File: src/rtl/core/pct_pkg.sv
package pct_pkg;

  localparam int STORE_DEPTH = 64;
  localparam int IDX_W       = 6;
  localparam int CNT_W       = 7;
  localparam int RF_DEPTH    = 24;
  localparam int RF_AW       = 5;
  localparam int PC_W        = 7;
  localparam int ACC_W       = 56;

  localparam logic [31:0] ONE_Q = 32'h0001_0000;
  localparam logic signed [ACC_W-1:0] SAT_HI = ACC_W'(64'sh0000_0000_7FFF_FFFF);
  localparam logic signed [ACC_W-1:0] SAT_LO = ACC_W'(-64'sh0000_0000_8000_0000);

  typedef logic [5:0] code_t;

  // Operand and destination codes. Codes below RF_DEPTH live in the scratch register file.
  localparam code_t C_TX  = 6'd0;
  localparam code_t C_TY  = 6'd1;
  localparam code_t C_TZ  = 6'd2;
  localparam code_t C_QX  = 6'd3;
  localparam code_t C_QY  = 6'd4;
  localparam code_t C_QZ  = 6'd5;
  localparam code_t C_QW  = 6'd6;
  localparam code_t C_IX  = 6'd7;
  localparam code_t C_IY  = 6'd8;
  localparam code_t C_IZ  = 6'd9;
  localparam code_t C_IW  = 6'd10;
  localparam code_t C_N0  = 6'd11;
  localparam code_t C_N1  = 6'd12;
  localparam code_t C_N2  = 6'd13;
  localparam code_t C_N3  = 6'd14;
  localparam code_t C_E00 = 6'd15;
  localparam code_t C_E01 = 6'd16;
  localparam code_t C_E02 = 6'd17;
  localparam code_t C_E10 = 6'd18;
  localparam code_t C_E11 = 6'd19;
  localparam code_t C_E12 = 6'd20;
  localparam code_t C_E20 = 6'd21;
  localparam code_t C_E21 = 6'd22;
  localparam code_t C_E22 = 6'd23;
  // Object matrix entries when read, result entries when written.
  localparam code_t C_O00 = 6'd24;
  localparam code_t C_O01 = 6'd25;
  localparam code_t C_O02 = 6'd26;
  localparam code_t C_O03 = 6'd27;
  localparam code_t C_O10 = 6'd28;
  localparam code_t C_O11 = 6'd29;
  localparam code_t C_O12 = 6'd30;
  localparam code_t C_O13 = 6'd31;
  localparam code_t C_O20 = 6'd32;
  localparam code_t C_O21 = 6'd33;
  localparam code_t C_O22 = 6'd34;
  localparam code_t C_O23 = 6'd35;
  localparam code_t C_M00 = 6'd24;
  localparam code_t C_M01 = 6'd25;
  localparam code_t C_M02 = 6'd26;
  localparam code_t C_M03 = 6'd27;
  localparam code_t C_M10 = 6'd28;
  localparam code_t C_M11 = 6'd29;
  localparam code_t C_M12 = 6'd30;
  localparam code_t C_M13 = 6'd31;
  localparam code_t C_M20 = 6'd32;
  localparam code_t C_M21 = 6'd33;
  localparam code_t C_M22 = 6'd34;
  localparam code_t C_M23 = 6'd35;
  localparam code_t C_PX  = 6'd36;
  localparam code_t C_PY  = 6'd37;
  localparam code_t C_PZ  = 6'd38;
  localparam code_t C_PW  = 6'd39;
  localparam code_t C_PTX = 6'd40;
  localparam code_t C_PTY = 6'd41;
  localparam code_t C_PTZ = 6'd42;
  localparam code_t C_ZERO = 6'd43;
  localparam code_t C_ONE  = 6'd44;

  localparam logic [1:0] K_FIRST = 2'd0;
  localparam logic [1:0] K_MID   = 2'd1;
  localparam logic [1:0] K_LAST  = 2'd2;
  localparam logic [1:0] K_ONLY  = 2'd3;

  localparam logic [PC_W-1:0] INIT_FIRST  = 7'd0;
  localparam logic [PC_W-1:0] INIT_LAST   = 7'd6;
  localparam logic [PC_W-1:0] STEP_FIRST  = 7'd7;
  localparam logic [PC_W-1:0] STEP_LAST   = 7'd53;
  localparam logic [PC_W-1:0] FINAL_FIRST = 7'd54;
  localparam logic [PC_W-1:0] FINAL_LAST  = 7'd113;

  typedef struct packed {
    code_t a;
    code_t b;
    logic  neg;
    logic  dbl;
    logic  fst;
    logic  lst;
    logic  syn;
    code_t dst;
  } uop_t;

  typedef struct packed {
    logic take;
    logic wr_store;
    logic out_zero;
    logic out_ident;
    logic fetch;
    logic adv;
    logic issue;
    uop_t uop;
  } cmd_t;

  typedef struct packed {
    logic opcode;
    logic oob;
    logic has_parent;
    logic busy;
  } stat_t;

  typedef logic [11:0][31:0] mat_t;
  typedef logic [6:0][31:0]  piv_t;

  function automatic uop_t mk(input code_t a, input code_t b, input logic [1:0] k,
                              input logic ng, input logic db, input code_t d,
                              input logic sy);
    uop_t u;
    u.a   = a;
    u.b   = b;
    u.neg = ng;
    u.dbl = db;
    u.fst = (k == K_FIRST) || (k == K_ONLY);
    u.lst = (k == K_LAST) || (k == K_ONLY);
    u.syn = sy;
    u.dst = d;
    return u;
  endfunction

  // Each entry adds one rounded product, possibly doubled or negated, to the accumulator.
  function automatic uop_t pct_rom(input logic [PC_W-1:0] pc);
    uop_t u;
    case (pc)
      7'd0:   u = mk(C_ZERO, C_ONE, K_ONLY, 1'b0, 1'b0, C_TX, 1'b0);
      7'd1:   u = mk(C_ZERO, C_ONE, K_ONLY, 1'b0, 1'b0, C_TY, 1'b0);
      7'd2:   u = mk(C_ZERO, C_ONE, K_ONLY, 1'b0, 1'b0, C_TZ, 1'b0);
      7'd3:   u = mk(C_ZERO, C_ONE, K_ONLY, 1'b0, 1'b0, C_QX, 1'b0);
      7'd4:   u = mk(C_ZERO, C_ONE, K_ONLY, 1'b0, 1'b0, C_QY, 1'b0);
      7'd5:   u = mk(C_ZERO, C_ONE, K_ONLY, 1'b0, 1'b0, C_QZ, 1'b0);
      7'd6:   u = mk(C_ONE,  C_ONE, K_ONLY, 1'b0, 1'b0, C_QW, 1'b0);
      7'd7:   u = mk(C_PW, C_TX, K_FIRST, 1'b0, 1'b0, C_IX, 1'b0);
      7'd8:   u = mk(C_PY, C_TZ, K_MID,   1'b0, 1'b0, C_IX, 1'b0);
      7'd9:   u = mk(C_TY, C_PZ, K_LAST,  1'b1, 1'b0, C_IX, 1'b0);
      7'd10:  u = mk(C_PW, C_TY, K_FIRST, 1'b0, 1'b0, C_IY, 1'b0);
      7'd11:  u = mk(C_PX, C_TZ, K_MID,   1'b1, 1'b0, C_IY, 1'b0);
      7'd12:  u = mk(C_TX, C_PZ, K_LAST,  1'b0, 1'b0, C_IY, 1'b0);
      7'd13:  u = mk(C_PW, C_TZ, K_FIRST, 1'b0, 1'b0, C_IZ, 1'b0);
      7'd14:  u = mk(C_PX, C_TY, K_MID,   1'b0, 1'b0, C_IZ, 1'b0);
      7'd15:  u = mk(C_TX, C_PY, K_LAST,  1'b1, 1'b0, C_IZ, 1'b0);
      7'd16:  u = mk(C_PX, C_TX, K_FIRST, 1'b1, 1'b0, C_IW, 1'b0);
      7'd17:  u = mk(C_PY, C_TY, K_MID,   1'b1, 1'b0, C_IW, 1'b0);
      7'd18:  u = mk(C_PZ, C_TZ, K_LAST,  1'b1, 1'b0, C_IW, 1'b0);
      7'd19:  u = mk(C_IW, C_PX,  K_FIRST, 1'b1, 1'b0, C_TX, 1'b1);
      7'd20:  u = mk(C_PW, C_IX,  K_MID,   1'b0, 1'b0, C_TX, 1'b0);
      7'd21:  u = mk(C_IY, C_PZ,  K_MID,   1'b1, 1'b0, C_TX, 1'b0);
      7'd22:  u = mk(C_PY, C_IZ,  K_MID,   1'b0, 1'b0, C_TX, 1'b0);
      7'd23:  u = mk(C_PTX, C_ONE, K_LAST, 1'b0, 1'b0, C_TX, 1'b0);
      7'd24:  u = mk(C_IW, C_PY,  K_FIRST, 1'b1, 1'b0, C_TY, 1'b0);
      7'd25:  u = mk(C_PW, C_IY,  K_MID,   1'b0, 1'b0, C_TY, 1'b0);
      7'd26:  u = mk(C_IX, C_PZ,  K_MID,   1'b0, 1'b0, C_TY, 1'b0);
      7'd27:  u = mk(C_PX, C_IZ,  K_MID,   1'b1, 1'b0, C_TY, 1'b0);
      7'd28:  u = mk(C_PTY, C_ONE, K_LAST, 1'b0, 1'b0, C_TY, 1'b0);
      7'd29:  u = mk(C_IW, C_PZ,  K_FIRST, 1'b1, 1'b0, C_TZ, 1'b0);
      7'd30:  u = mk(C_PW, C_IZ,  K_MID,   1'b0, 1'b0, C_TZ, 1'b0);
      7'd31:  u = mk(C_IX, C_PY,  K_MID,   1'b1, 1'b0, C_TZ, 1'b0);
      7'd32:  u = mk(C_PX, C_IY,  K_MID,   1'b0, 1'b0, C_TZ, 1'b0);
      7'd33:  u = mk(C_PTZ, C_ONE, K_LAST, 1'b0, 1'b0, C_TZ, 1'b0);
      7'd34:  u = mk(C_PW, C_QX, K_FIRST, 1'b0, 1'b0, C_N0, 1'b0);
      7'd35:  u = mk(C_QW, C_PX, K_MID,   1'b0, 1'b0, C_N0, 1'b0);
      7'd36:  u = mk(C_PY, C_QZ, K_MID,   1'b0, 1'b0, C_N0, 1'b0);
      7'd37:  u = mk(C_QY, C_PZ, K_LAST,  1'b1, 1'b0, C_N0, 1'b0);
      7'd38:  u = mk(C_PW, C_QY, K_FIRST, 1'b0, 1'b0, C_N1, 1'b0);
      7'd39:  u = mk(C_QW, C_PY, K_MID,   1'b0, 1'b0, C_N1, 1'b0);
      7'd40:  u = mk(C_PX, C_QZ, K_MID,   1'b1, 1'b0, C_N1, 1'b0);
      7'd41:  u = mk(C_QX, C_PZ, K_LAST,  1'b0, 1'b0, C_N1, 1'b0);
      7'd42:  u = mk(C_PW, C_QZ, K_FIRST, 1'b0, 1'b0, C_N2, 1'b0);
      7'd43:  u = mk(C_QW, C_PZ, K_MID,   1'b0, 1'b0, C_N2, 1'b0);
      7'd44:  u = mk(C_PX, C_QY, K_MID,   1'b0, 1'b0, C_N2, 1'b0);
      7'd45:  u = mk(C_QX, C_PY, K_LAST,  1'b1, 1'b0, C_N2, 1'b0);
      7'd46:  u = mk(C_PW, C_QW, K_FIRST, 1'b0, 1'b0, C_N3, 1'b0);
      7'd47:  u = mk(C_PX, C_QX, K_MID,   1'b1, 1'b0, C_N3, 1'b0);
      7'd48:  u = mk(C_PY, C_QY, K_MID,   1'b1, 1'b0, C_N3, 1'b0);
      7'd49:  u = mk(C_PZ, C_QZ, K_LAST,  1'b1, 1'b0, C_N3, 1'b0);
      7'd50:  u = mk(C_N0, C_ONE, K_ONLY, 1'b0, 1'b0, C_QX, 1'b1);
      7'd51:  u = mk(C_N1, C_ONE, K_ONLY, 1'b0, 1'b0, C_QY, 1'b0);
      7'd52:  u = mk(C_N2, C_ONE, K_ONLY, 1'b0, 1'b0, C_QZ, 1'b0);
      7'd53:  u = mk(C_N3, C_ONE, K_ONLY, 1'b0, 1'b0, C_QW, 1'b0);
      7'd54:  u = mk(C_ONE, C_ONE, K_FIRST, 1'b0, 1'b0, C_E00, 1'b0);
      7'd55:  u = mk(C_QY, C_QY,   K_MID,   1'b1, 1'b1, C_E00, 1'b0);
      7'd56:  u = mk(C_QZ, C_QZ,   K_LAST,  1'b1, 1'b1, C_E00, 1'b0);
      7'd57:  u = mk(C_QX, C_QY,   K_FIRST, 1'b0, 1'b1, C_E01, 1'b0);
      7'd58:  u = mk(C_QZ, C_QW,   K_LAST,  1'b1, 1'b1, C_E01, 1'b0);
      7'd59:  u = mk(C_QX, C_QZ,   K_FIRST, 1'b0, 1'b1, C_E02, 1'b0);
      7'd60:  u = mk(C_QY, C_QW,   K_LAST,  1'b0, 1'b1, C_E02, 1'b0);
      7'd61:  u = mk(C_QX, C_QY,   K_FIRST, 1'b0, 1'b1, C_E10, 1'b0);
      7'd62:  u = mk(C_QZ, C_QW,   K_LAST,  1'b0, 1'b1, C_E10, 1'b0);
      7'd63:  u = mk(C_ONE, C_ONE, K_FIRST, 1'b0, 1'b0, C_E11, 1'b0);
      7'd64:  u = mk(C_QZ, C_QZ,   K_MID,   1'b1, 1'b1, C_E11, 1'b0);
      7'd65:  u = mk(C_QX, C_QX,   K_LAST,  1'b1, 1'b1, C_E11, 1'b0);
      7'd66:  u = mk(C_QY, C_QZ,   K_FIRST, 1'b0, 1'b1, C_E12, 1'b0);
      7'd67:  u = mk(C_QX, C_QW,   K_LAST,  1'b1, 1'b1, C_E12, 1'b0);
      7'd68:  u = mk(C_QX, C_QZ,   K_FIRST, 1'b0, 1'b1, C_E20, 1'b0);
      7'd69:  u = mk(C_QY, C_QW,   K_LAST,  1'b1, 1'b1, C_E20, 1'b0);
      7'd70:  u = mk(C_QY, C_QZ,   K_FIRST, 1'b0, 1'b1, C_E21, 1'b0);
      7'd71:  u = mk(C_QX, C_QW,   K_LAST,  1'b0, 1'b1, C_E21, 1'b0);
      7'd72:  u = mk(C_ONE, C_ONE, K_FIRST, 1'b0, 1'b0, C_E22, 1'b0);
      7'd73:  u = mk(C_QY, C_QY,   K_MID,   1'b1, 1'b1, C_E22, 1'b0);
      7'd74:  u = mk(C_QX, C_QX,   K_LAST,  1'b1, 1'b1, C_E22, 1'b0);
      7'd75:  u = mk(C_O00, C_E00, K_FIRST, 1'b0, 1'b0, C_M00, 1'b0);
      7'd76:  u = mk(C_O01, C_E10, K_MID,   1'b0, 1'b0, C_M00, 1'b0);
      7'd77:  u = mk(C_O02, C_E20, K_LAST,  1'b0, 1'b0, C_M00, 1'b0);
      7'd78:  u = mk(C_O00, C_E01, K_FIRST, 1'b0, 1'b0, C_M01, 1'b0);
      7'd79:  u = mk(C_O01, C_E11, K_MID,   1'b0, 1'b0, C_M01, 1'b0);
      7'd80:  u = mk(C_O02, C_E21, K_LAST,  1'b0, 1'b0, C_M01, 1'b0);
      7'd81:  u = mk(C_O00, C_E02, K_FIRST, 1'b0, 1'b0, C_M02, 1'b0);
      7'd82:  u = mk(C_O01, C_E12, K_MID,   1'b0, 1'b0, C_M02, 1'b0);
      7'd83:  u = mk(C_O02, C_E22, K_LAST,  1'b0, 1'b0, C_M02, 1'b0);
      7'd84:  u = mk(C_O00, C_TX,  K_FIRST, 1'b0, 1'b0, C_M03, 1'b0);
      7'd85:  u = mk(C_O01, C_TY,  K_MID,   1'b0, 1'b0, C_M03, 1'b0);
      7'd86:  u = mk(C_O02, C_TZ,  K_MID,   1'b0, 1'b0, C_M03, 1'b0);
      7'd87:  u = mk(C_O03, C_ONE, K_LAST,  1'b0, 1'b0, C_M03, 1'b0);
      7'd88:  u = mk(C_O10, C_E00, K_FIRST, 1'b0, 1'b0, C_M10, 1'b0);
      7'd89:  u = mk(C_O11, C_E10, K_MID,   1'b0, 1'b0, C_M10, 1'b0);
      7'd90:  u = mk(C_O12, C_E20, K_LAST,  1'b0, 1'b0, C_M10, 1'b0);
      7'd91:  u = mk(C_O10, C_E01, K_FIRST, 1'b0, 1'b0, C_M11, 1'b0);
      7'd92:  u = mk(C_O11, C_E11, K_MID,   1'b0, 1'b0, C_M11, 1'b0);
      7'd93:  u = mk(C_O12, C_E21, K_LAST,  1'b0, 1'b0, C_M11, 1'b0);
      7'd94:  u = mk(C_O10, C_E02, K_FIRST, 1'b0, 1'b0, C_M12, 1'b0);
      7'd95:  u = mk(C_O11, C_E12, K_MID,   1'b0, 1'b0, C_M12, 1'b0);
      7'd96:  u = mk(C_O12, C_E22, K_LAST,  1'b0, 1'b0, C_M12, 1'b0);
      7'd97:  u = mk(C_O10, C_TX,  K_FIRST, 1'b0, 1'b0, C_M13, 1'b0);
      7'd98:  u = mk(C_O11, C_TY,  K_MID,   1'b0, 1'b0, C_M13, 1'b0);
      7'd99:  u = mk(C_O12, C_TZ,  K_MID,   1'b0, 1'b0, C_M13, 1'b0);
      7'd100: u = mk(C_O13, C_ONE, K_LAST,  1'b0, 1'b0, C_M13, 1'b0);
      7'd101: u = mk(C_O20, C_E00, K_FIRST, 1'b0, 1'b0, C_M20, 1'b0);
      7'd102: u = mk(C_O21, C_E10, K_MID,   1'b0, 1'b0, C_M20, 1'b0);
      7'd103: u = mk(C_O22, C_E20, K_LAST,  1'b0, 1'b0, C_M20, 1'b0);
      7'd104: u = mk(C_O20, C_E01, K_FIRST, 1'b0, 1'b0, C_M21, 1'b0);
      7'd105: u = mk(C_O21, C_E11, K_MID,   1'b0, 1'b0, C_M21, 1'b0);
      7'd106: u = mk(C_O22, C_E21, K_LAST,  1'b0, 1'b0, C_M21, 1'b0);
      7'd107: u = mk(C_O20, C_E02, K_FIRST, 1'b0, 1'b0, C_M22, 1'b0);
      7'd108: u = mk(C_O21, C_E12, K_MID,   1'b0, 1'b0, C_M22, 1'b0);
      7'd109: u = mk(C_O22, C_E22, K_LAST,  1'b0, 1'b0, C_M22, 1'b0);
      7'd110: u = mk(C_O20, C_TX,  K_FIRST, 1'b0, 1'b0, C_M23, 1'b0);
      7'd111: u = mk(C_O21, C_TY,  K_MID,   1'b0, 1'b0, C_M23, 1'b0);
      7'd112: u = mk(C_O22, C_TZ,  K_MID,   1'b0, 1'b0, C_M23, 1'b0);
      7'd113: u = mk(C_O23, C_ONE, K_LAST,  1'b0, 1'b0, C_M23, 1'b0);
      default: u = mk(C_ZERO, C_ONE, K_ONLY, 1'b0, 1'b0, C_ZERO, 1'b0);
    endcase
    return u;
  endfunction

endpackage

File: src/rtl/core/pct_ctrl.sv
module pct_ctrl import pct_pkg::*; #(
  parameter int MAX_PIVOTS = 64
) (
  input  logic  clk,
  input  logic  rst_n,
  input  logic  in_valid,
  output logic  in_stall,
  output logic  out_valid,
  input  logic  out_stall,
  output cmd_t  cmd,
  input  stat_t st
);

  localparam int SW = $clog2(MAX_PIVOTS + 1);

  typedef enum logic [6:0] {
    S_IDLE  = 7'b0000001,
    S_DEC   = 7'b0000010,
    S_RUN   = 7'b0000100,
    S_DRAIN = 7'b0001000,
    S_FETCH = 7'b0010000,
    S_CHECK = 7'b0100000,
    S_OUT   = 7'b1000000
  } state_t;

  typedef enum logic [1:0] {
    SEG_INIT  = 2'd0,
    SEG_STEP  = 2'd1,
    SEG_FINAL = 2'd2
  } seg_t;

  state_t            state_r, state_nxt;
  seg_t              seg_r, seg_nxt;
  logic [PC_W-1:0]   pc_r, pc_nxt;
  logic [SW-1:0]     steps_r, steps_nxt;
  logic [PC_W-1:0]   seg_end;
  uop_t              uop;

  assign uop = pct_rom(pc_r);

  always_comb begin
    case (seg_r)
      SEG_INIT:  seg_end = INIT_LAST;
      SEG_STEP:  seg_end = STEP_LAST;
      SEG_FINAL: seg_end = FINAL_LAST;
      default:   seg_end = FINAL_LAST;
    endcase
  end

  always_comb begin
    state_nxt = state_r;
    seg_nxt   = seg_r;
    pc_nxt    = pc_r;
    steps_nxt = steps_r;
    cmd       = '0;
    cmd.uop   = uop;
    case (state_r)
      S_IDLE: begin
        if (in_valid) begin
          cmd.take  = 1'b1;
          state_nxt = S_DEC;
        end
      end
      S_DEC: begin
        if (!st.opcode) begin
          cmd.wr_store = 1'b1;
          cmd.out_zero = 1'b1;
          state_nxt    = S_OUT;
        end else if (st.oob) begin
          cmd.out_ident = 1'b1;
          state_nxt     = S_OUT;
        end else begin
          pc_nxt    = INIT_FIRST;
          seg_nxt   = SEG_INIT;
          steps_nxt = '0;
          state_nxt = S_RUN;
        end
      end
      S_RUN: begin
        // A marked entry waits until every earlier write has landed.
        if (!(uop.syn && st.busy)) begin
          cmd.issue = 1'b1;
          if (pc_r == seg_end) begin
            state_nxt = S_DRAIN;
          end else begin
            pc_nxt = pc_r + 1'b1;
          end
        end
      end
      S_DRAIN: begin
        if (!st.busy) begin
          case (seg_r)
            SEG_INIT: begin
              state_nxt = S_FETCH;
            end
            SEG_STEP: begin
              cmd.adv   = 1'b1;
              steps_nxt = steps_r + 1'b1;
              state_nxt = S_FETCH;
            end
            default: begin
              state_nxt = S_OUT;
            end
          endcase
        end
      end
      S_FETCH: begin
        cmd.fetch = 1'b1;
        state_nxt = S_CHECK;
      end
      S_CHECK: begin
        if (st.has_parent && (steps_r != SW'(MAX_PIVOTS))) begin
          pc_nxt  = STEP_FIRST;
          seg_nxt = SEG_STEP;
        end else begin
          pc_nxt  = FINAL_FIRST;
          seg_nxt = SEG_FINAL;
        end
        state_nxt = S_RUN;
      end
      S_OUT: begin
        if (!out_stall) begin
          state_nxt = S_IDLE;
        end
      end
      default: begin
        state_nxt = S_IDLE;
      end
    endcase
  end

  always_ff @(posedge clk) begin
    if (!rst_n) begin
      state_r <= S_IDLE;
      seg_r   <= SEG_INIT;
      pc_r    <= '0;
      steps_r <= '0;
    end else begin
      state_r <= state_nxt;
      seg_r   <= seg_nxt;
      pc_r    <= pc_nxt;
      steps_r <= steps_nxt;
    end
  end

  assign in_stall  = (state_r != S_IDLE);
  assign out_valid = (state_r == S_OUT);

`ifndef SYNTHESIS
  a_sync_issue: assert property (@(posedge clk) disable iff (!rst_n)
    cmd.issue && cmd.uop.syn |-> !st.busy)
    else $error("dependent entry issued while the pipeline was busy");
  a_fetch_idle: assert property (@(posedge clk) disable iff (!rst_n)
    cmd.fetch |-> !st.busy)
    else $error("pivot fetched while the pipeline still used the old entry");
  a_step_cap: assert property (@(posedge clk) disable iff (!rst_n)
    steps_r <= SW'(MAX_PIVOTS))
    else $error("walk ran past its step limit");
  a_out_hold: assert property (@(posedge clk) disable iff (!rst_n)
    (state_r == S_OUT) && out_stall |=> (state_r == S_OUT))
    else $error("result dropped while stalled");
`endif

endmodule

File: config.mk
export PLATFORM = sky130hd
export DESIGN_NAME = pct_ctrl
export DESIGN_NICKNAME = d
export VERILOG_FILES = /design/src/rtl/core/pct_pkg.sv /design/src/rtl/core/pct_ctrl.sv
export SDC_FILE = /design/constraint.sdc
export NUM_CORES = 1
export LEC_CHECK = 0
export ABC_AREA = 1
export CAP_MARGIN = 5
export CORE_AREA = 10 10 131 133
export DETAILED_ROUTE_END_ITERATION = 16
export DIE_AREA = 0 0 141 143
export DONT_BUFFER_PORTS = 1
export GPL_ROUTABILITY_DRIVEN = 1
export PLACE_DENSITY = 0.5
export SLEW_MARGIN = 0
export SYNTH_ARGS = -nofsm -noshare
export SYNTH_HDL_FRONTEND = slang
export SYNTH_SLANG_ARGS = --single-unit
File: constraint.sdc
create_clock -name clk -period 4.84 [get_ports clk]
set_clock_uncertainty 0.1 [all_clocks]
set_input_delay 0.968 -clock clk [delete_from_list [all_inputs] [get_ports clk]]
set_output_delay 0.968 -clock clk [all_outputs]
set_load 0.01 [all_outputs]
==> impl_metrics.tcl <==
set metrics [dict create \
    leakage_nw 2.12 \
    drtIter0Drc 551 \
    finalCriticalPeriod_ns 3.49 \
    startpoint "st[2]" \
    syn_nets 757 \
    worst_pin_slew_ns 0.793 \
    clkPwrFrac_pct 19.9 \
    routedWlPerCell_microns 18.2 \
    power_frac_seq_pct 25.1 \
    numCtsBuffers 5 \
    yosys-top-cells-area "dfxtp_1 21%, nand2_1 21%, nand3_1 13%, inv_1 4.7%, nor2_1 4.6%" \
    die_h_microns 143 \
    globalRouteOverflowTotal 0 \
    p_total_mw 2.09 \
    setup_tns_ns 0 \
    via_per_inst 5.47 \
    syn_to_final_growth_pct 6.00 \
    combPwrFrac_pct 55.0 \
    regToRegStartpoint "state_r[4]$_SDFFE_PN0P_" \
    start_util_pct 29.8 \
    status "finished, final reports clean" \
    fin_area_sq_um 4550 \
    synth_cells 735 \
    arrival_ns 3.65 \
    synth-seq-cells 46 \
    die_w_microns 141 \
    grt_pass1_vias 4622 \
    switching_share_pct 50.9 \
    diodes 0 \
    synthesis.area_sq_um 4300 \
    layout.nets 741 \
    maxSlewViolCount 0 \
    clk_latency_ns 0.31 \
    route.detailed.drc 0 \
    postCtsSetupBuffers 0 \
    cap_violations 0 \
    fp.dieArea_sq_um 20200 \
    ys_seq_area_share_pct 21.4 \
    p_per_area_nw_per_um2 459 \
    worstPathRequired_ns 4.99 \
    clock_path_buffers 2 \
    grt_max_degree 38 \
    crit_path_start_kind "input pin" \
    utilization_pct 31.6 \
    clock-sinks 46 \
    finalHoldViolations 0 \
    core_area_sq_um 14400 \
    io_pins 40 \
    final_cell_mix "237 x nand2_1, 111 x nand3_1, 54 x inv_1, 53 x nor2_1, 46 x dfxtp_1" \
    grt_setup_unrepaired "false" \
    finalCritPeriodShare_pct 72.2 \
    antenna_found_initial 0 \
    routed-via-count 4949 \
    path_class "in -> reg" \
    fmax_mhz 286 \
    cts_max_level 2 \
    postSynthAreaPerCell_sq_um 5.85 \
    switching_power_mw 1.06 \
    dpl.hpwl_microns 12400 \
    holdBufCountCts 0 \
    portBuffers 0 \
    postRouteAntennaNets 0 \
    synth_top_area_share_pct 21.4 \
    hold_start "seg_r[0]$_SDFFE_PN0P_" \
    ir_drop_v 0.000166 \
    first_pass_iters 5 \
    tritoncts "yes" \
    grtUsageTotal_pct 15.8 \
    final_layout_size_suffix_gt1_share_pct 9.44 \
    intPower_mw 1.03 \
    crit_fanout 10 \
    ctsResizeCount 0 \
    num_rows 44 \
    clockRootBuffer "clkbuf_16" \
    place_congestion 0.988 \
    end_kind "flop" \
    dpl_cell_area_sq_um 4380 \
    ys_warn_count 0 \
    grt_pass1_wl_microns 25700 \
    setup_violations 0 \
    yosys.area.top_type "dfxtp_1" \
    clk_pin_slew_worst_paths_ns 0.07 \
    slew_headroom_pct 47.0 \
    synth.distinct_cells 38 \
    totalWireLength_microns 16400 \
    hp-class "reg -> reg" \
    final_common_cell "nand2_1" \
]
==> per-layer routing <==
metal	vias to the layer above	wire length, microns	track usage, %
li1	2407	-	-
met1	2212	7170	20.8
met2	277	6920	23.3
met3	53	1690	4.38
met4	0	668	7.55
met5	-	0	0
==> sequential cells by signal (all words and copies together) (netlist names) <==
register and count:
pc_r 7, seg_r 2, state_r 7, uop 23, steps_r 7
==> per-stage QoR <==
stage	hold slack [ns]	cells	setup slack [ns]
final	0.391	904	1.35
after detailed placement	0.376	896	1.12
after CTS	0.392	904	1.41
after global placement	0.394	896	1.11
after global routing	0.457	904	1.08
after floorplan	0.353	735	1.71
==> worst max-delay path, stage by stage <==
cell and delay, ns:
inv_1 0.03, nand2_1 0.08, nand3_1 0.14, nand2_1 0.09
inv_2 0.13, nand3_4 0.16, nand2_1 0.11, nand3_1 0.26
inv_1 0.37, ha_1 0.34, nand2_1 0.26, nand2_1 0.17
nand2_1 0.12, nand2_1 0.09, nand2_1 0.06, nand3_1 0.11
nand3_1 0.09, nand2_1 0.06
==> synthesized netlist by cell type (all sizes together) <==
cell	count
nand3b	1
clkinv	2
xor2	1
nor3b	4
a21oi	41
a31oi	4
buf	29
o211ai	5
nor3	9
o2111ai	1
o21ai	45
nand4	20
nor2	64
ha	14
o221ai	1
or2	4
o41ai	1
dfxtp	46
a21boi	1
nand2	249
a31o	1
clkbuf	2
a211oi	1
inv	69
nand3	116
nor4	4
==> logic make-up after synthesis <==
| group | after synthesis | synth area share (%) |
|---|---|---|
| AO/OA/AOI/OAI | 101 | 12.9 |
| adder cells (fa/ha/maj) | 14 | 4.08 |
| XOR/XNOR | 1 | 0.204 |
| flip-flops | 46 | 21.4 |
| buffers and inverters | 102 | 10.9 |
| AND/OR/NAND/NOR | 471 | 50.5 |
==> worst paths after layout <==
kind                                              end  slack [ns]  cells after the start
worst max register to register        uop[16]$_DFF_P_        1.36                     19
worst max-delay path                  uop[17]$_DFF_P_        1.35                     18
worst min-delay path            seg_r[0]$_SDFFE_PN0P_        0.39                      2
worst min register to register  seg_r[0]$_SDFFE_PN0P_        0.39                      2
==> final cells by class <==
class | instances | area, sq um
Fill cell | 1648 | 9870
Timing Repair Buffer | 8 | 60.1
Clock inverter | 3 | 45.0
Inverter | 71 | 267
Clock buffer | 5 | 125
Sequential cell | 46 | 921
Tap cell | 184 | 230
Multi-Input combinational cell | 587 | 2910
==> power groups by stage <==
| stage | clock network, mW | registers (mW) | logic, mW |
|---|---|---|---|
| 6_report | 0.416 | 0.526 | 1.15 |
| 5_1_grt | 0.439 | 0.537 | 1.27 |
| 4_1_cts | 0.425 | 0.532 | 1.13 |
| 3_5_place_dp | 0 | 0.539 | 1.12 |
| 3_3_place_gp | 0 | 0.542 | 1.15 |
| 2_1_floorplan | 0 | 0.520 | 0.861 |
No activity file was read; power rests on OpenSTA's default activity.
